$ cat config.mk
export PLATFORM = sky130hd
export DESIGN_NAME = stx_crlf_status_frame_deframer_unit
export DESIGN_NICKNAME = d
export VERILOG_FILES = /design/src/rtl/stxdefr_pkg.sv /design/src/rtl/stxdefr_window.sv /design/src/rtl/stxdefr_out_reg.sv /design/src/rtl/stx_crlf_status_frame_deframer_unit.sv
export VERILOG_INCLUDE_DIRS = /design/src /design/src/rtl
export SDC_FILE = /design/constraint.sdc
export NUM_CORES = 1
export LEC_CHECK = 0
export ABC_AREA = 1
export BUFFER_PORTS_ARGS = -buffer_cell sky130_fd_sc_hd__buf_4
export CORE_ASPECT_RATIO = 0.75
export CORE_UTILIZATION = 30
export CTS_CLUSTER_SIZE = 14
export DETAILED_ROUTE_END_ITERATION = 10
export SYNTH_ARGS = -nofsm -noshare
export SYNTH_HDL_FRONTEND = slang
export SYNTH_HIERARCHICAL = 1
export SYNTH_SLANG_ARGS = --single-unit
$ cat constraint.sdc
create_clock -name aclk -period 8.1 [get_ports aclk]
set_input_delay 0.81 -clock aclk [delete_from_list [all_inputs] [get_ports aclk]]
set_output_delay 0.81 -clock aclk [all_outputs]
set_load 0.01 [all_outputs]
$ cat src/rtl/stx_crlf_status_frame_deframer_unit_macros.svh
// Assertion macros for the status frame deframer.
`ifndef STX_CRLF_STATUS_FRAME_DEFRAMER_UNIT_MACROS_SVH
`define STX_CRLF_STATUS_FRAME_DEFRAMER_UNIT_MACROS_SVH

// Checked only while out of reset.
`define STXDEFR_ASSERT(lbl, prop, msg) \
    lbl: assert property (@(posedge aclk) disable iff (!aresetn) prop) else $error(msg);

// Checked on every edge, reset included.
`define STXDEFR_ASSERT_ALWAYS(lbl, prop, msg) \
    lbl: assert property (@(posedge aclk) prop) else $error(msg);

`endif

$ cat src/rtl/stxdefr_pkg.sv
`timescale 1ns / 1ps

package stxdefr_pkg;

    localparam int FRAME_LEN = 18;
    localparam int CNT_W     = 5;

    localparam logic [CNT_W-1:0] CNT_FULL = CNT_W'(FRAME_LEN);
    localparam logic [CNT_W-1:0] CNT_LAST = CNT_W'(FRAME_LEN - 1);

    localparam logic [7:0] SOF_S = 8'h53;
    localparam logic [7:0] SOF_T = 8'h54;
    localparam logic [7:0] SOF_X = 8'h58;
    localparam logic [7:0] EOF_CR = 8'h0D;
    localparam logic [7:0] EOF_LF = 8'h0A;

    typedef logic [7:0] byte_t;

    typedef struct packed {
        logic [7:0]         ctrl_mode;
        logic [7:0]         emergency_stop;
        logic [7:0]         gear;
        logic [15:0]        speed;
        logic signed [15:0] steer;
        logic [7:0]         brake;
        logic signed [31:0] encoder;
    } status_t;

    typedef struct packed {
        logic             hit;
        logic [CNT_W-1:0] fill;
    } win_info_t;

    typedef struct packed {
        logic skid_full;
    } out_info_t;

endpackage

$ cat src/rtl/stxdefr_window.sv
`timescale 1ns / 1ps

module stxdefr_window (
    input  logic                   aclk,
    input  logic                   aresetn,
    input  logic                   in_fire,
    input  stxdefr_pkg::byte_t     in_byte,
    output stxdefr_pkg::status_t   status,
    output stxdefr_pkg::win_info_t info
);
    import stxdefr_pkg::*;

    byte_t            window_reg [FRAME_LEN];
    byte_t            window_next [FRAME_LEN];
    logic [CNT_W-1:0] fill_reg;
    logic [CNT_W-1:0] fill_next;
    logic [CNT_W-1:0] fill_inc;
    logic             hit;

    always_comb begin
        for (int i = 0; i < FRAME_LEN - 1; i++) begin
            window_next[i] = window_reg[i+1];
        end
        window_next[FRAME_LEN-1] = in_byte;
    end

    assign fill_inc = (fill_reg < CNT_FULL) ? fill_reg + CNT_W'(1) : fill_reg;

    assign hit = (fill_inc == CNT_FULL)
              && (window_next[0] == SOF_S)
              && (window_next[1] == SOF_T)
              && (window_next[2] == SOF_X)
              && (window_next[FRAME_LEN-2] == EOF_CR)
              && (window_next[FRAME_LEN-1] == EOF_LF);

    // Byte 15 carries no status.
    always_comb begin
        status.ctrl_mode      = window_next[3];
        status.emergency_stop = window_next[4];
        status.gear           = window_next[5];
        status.speed          = {window_next[7], window_next[6]};
        status.steer          = $signed({window_next[9], window_next[8]});
        status.brake          = window_next[10];
        status.encoder        = $signed({window_next[14], window_next[13],
                                         window_next[12], window_next[11]});
    end

    // A good frame restarts the count so none of its bytes starts another.
    assign fill_next = hit ? '0 : fill_inc;

    always_ff @(posedge aclk) begin
        if (!aresetn) begin
            fill_reg <= '0;
        end else if (in_fire) begin
            fill_reg <= fill_next;
        end
    end

    always_ff @(posedge aclk) begin
        if (in_fire) begin
            for (int i = 0; i < FRAME_LEN; i++) begin
                window_reg[i] <= window_next[i];
            end
        end
    end

    assign info.hit  = hit;
    assign info.fill = fill_reg;

endmodule

$ cat src/rtl/stxdefr_out_reg.sv
`timescale 1ns / 1ps

module stxdefr_out_reg (
    input  logic                   aclk,
    input  logic                   aresetn,
    input  logic                   push,
    input  stxdefr_pkg::status_t   push_data,
    input  logic                   m_ready,
    output logic                   m_valid,
    output stxdefr_pkg::status_t   m_data,
    output stxdefr_pkg::out_info_t info
);
    import stxdefr_pkg::*;

    status_t out_reg,  out_next;
    status_t skid_reg, skid_next;
    logic    out_valid_reg,  out_valid_next;
    logic    skid_valid_reg, skid_valid_next;
    logic    out_free;

    assign out_free = !out_valid_reg || m_ready;

    always_comb begin
        out_next        = out_reg;
        skid_next       = skid_reg;
        out_valid_next  = out_valid_reg;
        skid_valid_next = skid_valid_reg;
        if (skid_valid_reg) begin
            // drain skid first; no push can arrive while it is full
            if (out_free) begin
                out_next        = skid_reg;
                out_valid_next  = 1'b1;
                skid_valid_next = 1'b0;
            end
        end else if (push) begin
            if (out_free) begin
                out_next       = push_data;
                out_valid_next = 1'b1;
            end else begin
                skid_next       = push_data;
                skid_valid_next = 1'b1;
            end
        end else if (out_free) begin
            out_valid_next = 1'b0;
        end
    end

    always_ff @(posedge aclk) begin
        if (!aresetn) begin
            out_valid_reg  <= 1'b0;
            skid_valid_reg <= 1'b0;
        end else begin
            out_valid_reg  <= out_valid_next;
            skid_valid_reg <= skid_valid_next;
        end
    end

    always_ff @(posedge aclk) begin
        out_reg  <= out_next;
        skid_reg <= skid_next;
    end

    assign m_valid        = out_valid_reg;
    assign m_data         = out_reg;
    assign info.skid_full = skid_valid_reg;

endmodule

$ cat src/rtl/stx_crlf_status_frame_deframer_unit.sv
`timescale 1ns / 1ps
// A status result is registered on the transfer of the LF that closes its frame.
// One byte per cycle when skid is free, set by the 18-byte shift window and parallel compare.
// The two-entry result stage (output register plus skid) keeps input open while a result waits.
// Reset (aresetn low, synchronous): byte count and result valids clear; window bytes are not
// cleared, since no frame can match before 18 new bytes have arrived.

`include "stx_crlf_status_frame_deframer_unit_macros.svh"

module stx_crlf_status_frame_deframer_unit (
    input  logic               aclk,
    input  logic               aresetn,
    // byte input channel
    input  logic               s_valid,
    output logic               s_ready,
    input  logic [7:0]         s_rx_byte,
    // status result channel
    output logic               m_valid,
    input  logic               m_ready,
    output logic [7:0]         m_ctrl_mode,
    output logic [7:0]         m_emergency_stop,
    output logic [7:0]         m_gear,
    output logic [15:0]        m_speed,
    output logic signed [15:0] m_steer,
    output logic [7:0]         m_brake,
    output logic signed [31:0] m_encoder
);
    import stxdefr_pkg::*;

    logic      s_fire;
    status_t   win_status;
    win_info_t win_info;
    status_t   res_data;
    out_info_t out_info;

    // Input is held off only when the skid entry is occupied; otherwise every
    // byte transfer is taken, even while a finished result waits on m_ready.
    assign s_ready = !out_info.skid_full;
    assign s_fire  = s_valid && s_ready;

    // Sliding window: shift in the byte, advance the fill count, and compare
    // header 'S','T','X' and trailer CR LF on the shifted window.
    stxdefr_window u_window (
        .aclk    (aclk),
        .aresetn (aresetn),
        .in_fire (s_fire),
        .in_byte (s_rx_byte),
        .status  (win_status),
        .info    (win_info)
    );

    // Result stage: capture the decoded status on a frame hit; overflow into
    // the skid entry when the output register is stalled.
    stxdefr_out_reg u_out (
        .aclk      (aclk),
        .aresetn   (aresetn),
        .push      (s_fire && win_info.hit),
        .push_data (win_status),
        .m_ready   (m_ready),
        .m_valid   (m_valid),
        .m_data    (res_data),
        .info      (out_info)
    );

    // Fan the result struct out to the field ports.
    assign m_ctrl_mode      = res_data.ctrl_mode;
    assign m_emergency_stop = res_data.emergency_stop;
    assign m_gear           = res_data.gear;
    assign m_speed          = res_data.speed;
    assign m_steer          = res_data.steer;
    assign m_brake          = res_data.brake;
    assign m_encoder        = res_data.encoder;

    // A full skid entry means the output register also holds a result.
    `STXDEFR_ASSERT(a_skid_implies_out, !s_ready |-> m_valid, "skid full with empty output")
    // A frame hit needs at least 17 bytes already counted (the count saturates at 18).
    `STXDEFR_ASSERT(a_hit_needs_fill, (s_fire && win_info.hit) |-> (win_info.fill >= CNT_LAST),
        "frame hit before window filled")
    // Every accepted frame hit is followed next cycle by m_valid (its result may wait in the skid).
    `STXDEFR_ASSERT(a_hit_gives_result, (s_fire && win_info.hit) |=> m_valid,
        "frame hit lost")
    // Reset empties the result stage and opens the input.
    `STXDEFR_ASSERT_ALWAYS(a_reset_clears, !aresetn |=> (!m_valid && s_ready),
        "result stage not cleared by reset")

endmodule
==> run_results.csv, run 1 <==
group,metric,value,unit
flow_run,cap_violations,0,
global_route,grt_max_degree,97,
detailed_routing,met2_length,10100,µm
global_route,track_usage,10.6,%
detailed_routing,drt-wirelength-per-cell,15.3,µm
timing,slew_headroom,24.1,%
logic_synthesis,syn_area,0.0126,mm²
final_layout,final_nets,918,
floorplanning,io_pins,110,
logic_synthesis,async_flop_share,0,%
clock_network,clk_pin_slew,0.06,ns
timing,period_minus_slack,3.76,ns
critical_path,start_kind,"flop",
hold_path,min_path_type,"flop to flop",
logic_synthesis,synth_nets,890,
placed_design,gp_congestion,0.755,
timing,hold_violations,0,
detailed_routing,wl_met3,1140,µm
detailed_routing,wl_met1,11100,µm
clock_network,hold_buffers,0,
timing,finalSetupViolations,0,
logic_synthesis,synth_top_area_share,78.5,%
detailed_routing,firstDrtPassIters,5,
clock_network,clockRootBuffer,"clkbuf_16",
power,irDropWorstVdd,162,µV
detailed_routing,ant_nets,0,
placed_design,port_buffers,109,
global_route,antenna_found_initial,0,
timing,rsz0062_at_grt,"false",
final_layout,largest_register_ffs,136,
logic_synthesis,yosysTopAreaCell,"edfxtp_1",
logic_synthesis,synth_compound_area_share,0.558,%
timing,period_share,46.5,%
final_layout,layout-drive-gt1-share,18.0,%
floorplanning,die_w,238,µm
final_layout,syn2layout_area_growth,13.5,%
final_layout,final_common_cell,"edfxtp_1",
detailed_routing,route.detailed.drc,0,
global_route,grt_first_pass_wirelength,34500,µm
logic_synthesis,synth_top_family_by_area,"simple AND/OR/NAND/NOR gates",
critical_path,crit_required,8.27,ns
clock_network,clock_sinks,335,
logic_synthesis,synthTopCellsByArea,"edfxtp_1 (78%), nand2_1 (9.6%), buf_4 (6.2%)",
logic_synthesis,synth_edf_count,328,
global_route,overflow,0,
clock_network,cts_setup_buffers,0,
floorplanning,core.rowCount,64,
logic_synthesis,muxShareOfSynthArea,0,%
logic_synthesis,synthAdderAreaFrac,0.0997,%
detailed_routing,routed_via_density,4.08,
timing,skew,0.00571,ns
timing,fin_ws,4.34,ns
power,power.density,241,mW/mm²
critical_path,cpPeakStageDelay,0.86,ns
placed_design,hpwl,13800,µm
detailed_routing,drtIter0Drc,493,
final_layout,stdcell_count,1490,
power,power.leakage,5.27,nW
logic_synthesis,ys.flop_type,"edfxtp_1",
floorplanning,die_area,0.0427,mm²
detailed_routing,wl,22800,µm
logic_synthesis,synthSimpleGateAreaFrac,11.6,%
clock_network,cts_htree_levels,1,
clock_network,clockBufferDepth,3,
logic_synthesis,synth_seq_area_share,79.6,%
final_layout,layout_common_cells,"edfxtp_1 (328), nand2_1 (320), buf_4 (113)",
detailed_routing,via_count,6084,
floorplanning,die_y,179,µm
run_status,status,"completed",
placed_design,dpl.cell_count,1433,
critical_path,arrival,3.93,ns
final_layout,diodes,0,
logic_synthesis,synth-seq-cells,335,
placed_design,preCtsSetupSlack,3.80,ns
timing,worst_slew_pin_slew,1.14,ns
critical_path,crit_type,"flop to flop",
critical_path,crit_path_end_kind,"flop",
logic_synthesis,yosys_warnings,6,
detailed_routing,top_layer,"met4",
global_route,grt_pass1_vias,5801,
critical_path,crit_fanout,82,
clock_network,cts_resized,0,
logic_synthesis,synth-xor-area-share,0.0698,%
critical_path,crit_top_cell,"inv_1",
logic_synthesis,yosysUniqueCellTypes,27,
power,total_power,0.00343,W
timing,drv_slew,0,
logic_synthesis,syn_avg_cell_area,14.3,µm²
critical_path,path_cells,"inv_1, nand4_1, nor4_1, nand3_1, nor3_1, inv_1, nor2_2, nor2_1, a21oi_4, buf_4",
timing,setup_tns,0,ns
floorplanning,fp.coreArea,0.0410,mm²
floorplanning,floorplan.initialDensity,30.6,%
clock_network,cts_tree,"done",
timing,fmax,266,MHz
final_layout,post-route-util,34.7,%
logic_synthesis,syn_inst,877,
critical_path,critPathSlowestCell,"buf_4",
clock_network,insertion_delay,0.55,ns
clock_network,cts_made_buffers,31,
==> through the flow <==
stage               hold WS [ns]  cell area [µm²]
floorplan                  0.400            12600
global placement           0.405            13300
detailed placement         0.405            13300
CTS                        0.410            14200
global route               0.409            14200
finish                     0.419            14200
==> routing by layer <==
layer  global-route usage, %  up-vias
met5                       0        -
met4                    2.80        0
met3                    2.49       34
met2                    15.8      138
met1                    15.4     2966
li1                        -     2946
==> cell families after synthesis <==
family,after synthesis
buffers and inverters,159
flip-flops,335
AND/OR/NAND/NOR,371
adder cells (fa/ha/maj),1
AO/OA/AOI/OAI,10
XOR/XNOR,1
==> power breakdown <==
group	total (W)	switching (W)	internal [W]	leakage (nW)
Clock	0.00139	0.000588	0.000804	0.470
Combinational	0.0000621	0.0000436	0.0000185	1.69
Sequential	0.00198	0.0000269	0.00195	3.11
==> worst max-delay path, delay by kind of cell, from the launching register on <==
family / cells / cell delay (ns)
AOI/OAI and AO/OA: 1 / 0.42
and+or+nand+nor: 6 / 1.42
DFF: 1 / 0.38
buffers and inverters: 3 / 1.01
==> final timing paths <==
kind | end | cells past startpoint | slack (ns) | startpoint
max reg2reg | u_out/m_data[81] | 10 | 4.34 | u_window/window_reg[17][1]
max | u_out/m_data[81] | 10 | 4.34 | u_window/window_reg[17][1]
min | u_window/window_reg[15][6] | 0 | 0.42 | u_window/window_reg[16][6]
min reg2reg | u_window/window_reg[15][6] | 0 | 0.42 | u_window/window_reg[16][6]
==> Yosys cell counts (2+ instances only) <==
master	count
inv_2	2
nor2_2	2
dfxtp_1	7
a21oi_1	3
o21ai_0	3
inv_1	38
clkbuf_1	2
edfxtp_1	328
buf_2	11
buf_4	104
nand2_1	320
nand4_1	11
nand2_2	3
nand3_1	10
nor2_1	21
==> layout make-up <==
type / instances / area [µm²]
multi-input cells: 383 / 1570
inverters: 41 / 161
clock buffers: 48 / 880
fillers: 3993 / 26800
repair buffers: 113 / 848
well taps: 561 / 702
clock inverters: 9 / 88.8
flip-flops and latches: 335 / 9990
No activity file was read; power rests on OpenSTA's default activity.
==> run 2, diff against run 1 <==
Clock period 8.1 ns to 3.7 ns, I/O delays scaled along.
==> run_results.csv, run 2 (synthesis results as in run 1) <==
group,metric,value,unit
hold_path,whs_endpoint,"u_window/fill_reg[4]",
timing,hold_violations,0,
clock_network,hold_buffers,8,
timing,rsz0062_at_grt,"false",
floorplanning,fp.coreArea,0.0410,mm²
floorplanning,io_pins,110,
final_layout,diodes,0,
placed_design,port_buffers,109,
final_layout,largest_register_ffs,136,
critical_path,r2r-end,"u_out/m_data[89]",
critical_path,start_kind,"flop",
clock_network,cts_htree_levels,1,
final_layout,layout_common_cells,"edfxtp_1 (328), nand2_1 (320), buf_4 (116)",
critical_path,rrSetupSlack,0.85,ns
flow_run,cap_violations,0,
detailed_routing,drtIter0Drc,496,
detailed_routing,via_count,6105,
timing,fmax,351,MHz
timing,whs,0.0890,ns
clock_network,cts_setup_buffers,0,
power,power.density,509,mW/mm²
critical_path,crit_fanout,37,
timing,slew_headroom,30.9,%
final_layout,fill_cells,3968,
global_route,track_usage,10.5,%
final_layout,layout-drive-gt1-share,18.5,%
final_layout,final_nets,932,
power,irDropWorstVdd,357,µV
critical_path,crit_type,"flop to flop",
critical_path,crit_top_cell,"nand3_1",
global_route,grt_first_pass_wirelength,34100,µm
hold_path,hold_start,"aresetn",
hold_path,worstHoldPathCells,3,
power,total_power,0.00728,W
critical_path,arrival,3.08,ns
timing,skew,0.0161,ns
global_route,grt_pass1_vias,5764,
global_route,grt_max_degree,97,
detailed_routing,drt-wirelength-per-cell,15.2,µm
clock_network,cts_made_buffers,30,
hold_path,min_path_type,"input pin to flop",
clock_network,clockRootBuffer,"clkbuf_16",
clock_network,cts_tree,"done",
global_route,overflow,0,
placed_design,placed_area,0.0134,mm²
final_layout,syn2layout_area_growth,14.1,%
clock_network,insertion_delay,0.56,ns
timing,drv_slew,0,
floorplanning,die_y,179,µm
global_route,antenna_found_initial,0,
placed_design,hpwl,13900,µm
floorplanning,core.rowCount,64,
critical_path,critical-path-top-delay-family,"simple AND/OR/NAND/NOR gates",
timing,period_minus_slack,2.85,ns
timing,setup_tns,0,ns
floorplanning,die_area,0.0427,mm²
power,power.leakage,5.31,nW
critical_path,path_cells,"ha_1, nand3_1, nand2_1, nand3_1, nor2_1, nand3_1, nor3_1, inv_1, nor2_2, nor2_1, a21oi_4, buf_12",
critical_path,reg2reg_depth,12,
detailed_routing,firstDrtPassIters,4,
clock_network,cts_resized,0,
timing,finalSetupViolations,0,
clock_network,clk_pin_slew,0.07,ns
placed_design,gp_congestion,0.768,
final_layout,fin_area,0.0143,mm²
detailed_routing,wl,22700,µm
floorplanning,floorplan.initialDensity,30.6,%
clock_network,clockBufferDepth,3,
timing,worst_slew_pin_slew,1.04,ns
run_status,status,"completed",
critical_path,critPathSlowestCell,"a21oi_4",
floorplanning,die_w,238,µm
critical_path,reg2reg_from,"u_window/fill_reg[0]",
critical_path,cpPeakStageDelay,0.44,ns
final_layout,post-route-util,34.9,%
critical_path,crit_path_end_kind,"flop",
critical_path,crit_required,3.93,ns
timing,period_share,77.0,%
detailed_routing,route.detailed.drc,0,
critical_path,path_buf_inv,2,
detailed_routing,routed_via_density,4.07,
clock_network,clock_sinks,335,
final_layout,final_common_cell,"edfxtp_1",
detailed_routing,ant_nets,0,
-- run 2: changes by cell type in the layout (fill, tap and decap cells not counted), sizes merged --
cell         change
inv              -1
dlygate4sd3      +8
buf              +7
clkinv           +4
bufinv           -2
clkbuf           -7
clkinvlp         +1
-- run 2: worst register-to-register path: stages, from the launching register on --
cell and delay (ns):
dfxtp_1 0.40, ha_1 0.22, nand3_1 0.11, nand2_1 0.14
nand3_1 0.09, nor2_1 0.24, nand3_1 0.11, nor3_1 0.15
inv_1 0.07, nor2_2 0.14, nor2_1 0.10, a21oi_4 0.44
buf_12 0.28
-- run 2: layout make-up --
class,instances,area [µm²],area share (%)
inverters,41,160,1.12
flip-flops and latches,335,9990,69.8
well taps,561,702,4.90
repair buffers,128,1030,7.20
clock inverters,11,55.1,0.384
clock buffers,41,813,5.68
multi-input cells,383,1570,11.0
-- run 2: routing by layer --
metal,GRT usage [%],up-vias,part of all wire (%)
met5,0,-,0
met4,2.67,0,1.8
met3,2.43,27,5.4
met2,16.5,152,46
met1,14.6,2955,47
li1,-,2971,-
-- run 2: worst max-delay path by stage --
stage	start	to	slack [ns]	cells after the start
2_1_floorplan	u_window/fill_reg[0]	u_out/m_data[0]	0.27	12
3_3_place_gp	u_window/fill_reg[0]	u_out/m_data[89]	0.96	12
3_5_place_dp	u_window/fill_reg[0]	u_out/m_data[89]	0.88	12
4_1_cts	u_window/fill_reg[0]	u_out/m_data[81]	0.85	12
5_1_grt	u_window/fill_reg[0]	u_out/m_data[90]	0.66	12
6_report	u_window/fill_reg[0]	u_out/m_data[89]	0.85	12
-- run 2: power breakdown --
part           switching, W  total, W  internal, W
combinational     0.0000957  0.000143    0.0000475
clock               0.00129   0.00282      0.00153
sequential        0.0000588   0.00432      0.00426
total               0.00144   0.00728      0.00584
-- run 2: per-stage QoR --
stage                     setup WS [ns]  instances
after detailed placement          0.879       1440
after global routing              0.659       1500
after floorplan                   0.266        877
final                             0.852       1500
after CTS                         0.847       1500
after global placement            0.956       1440
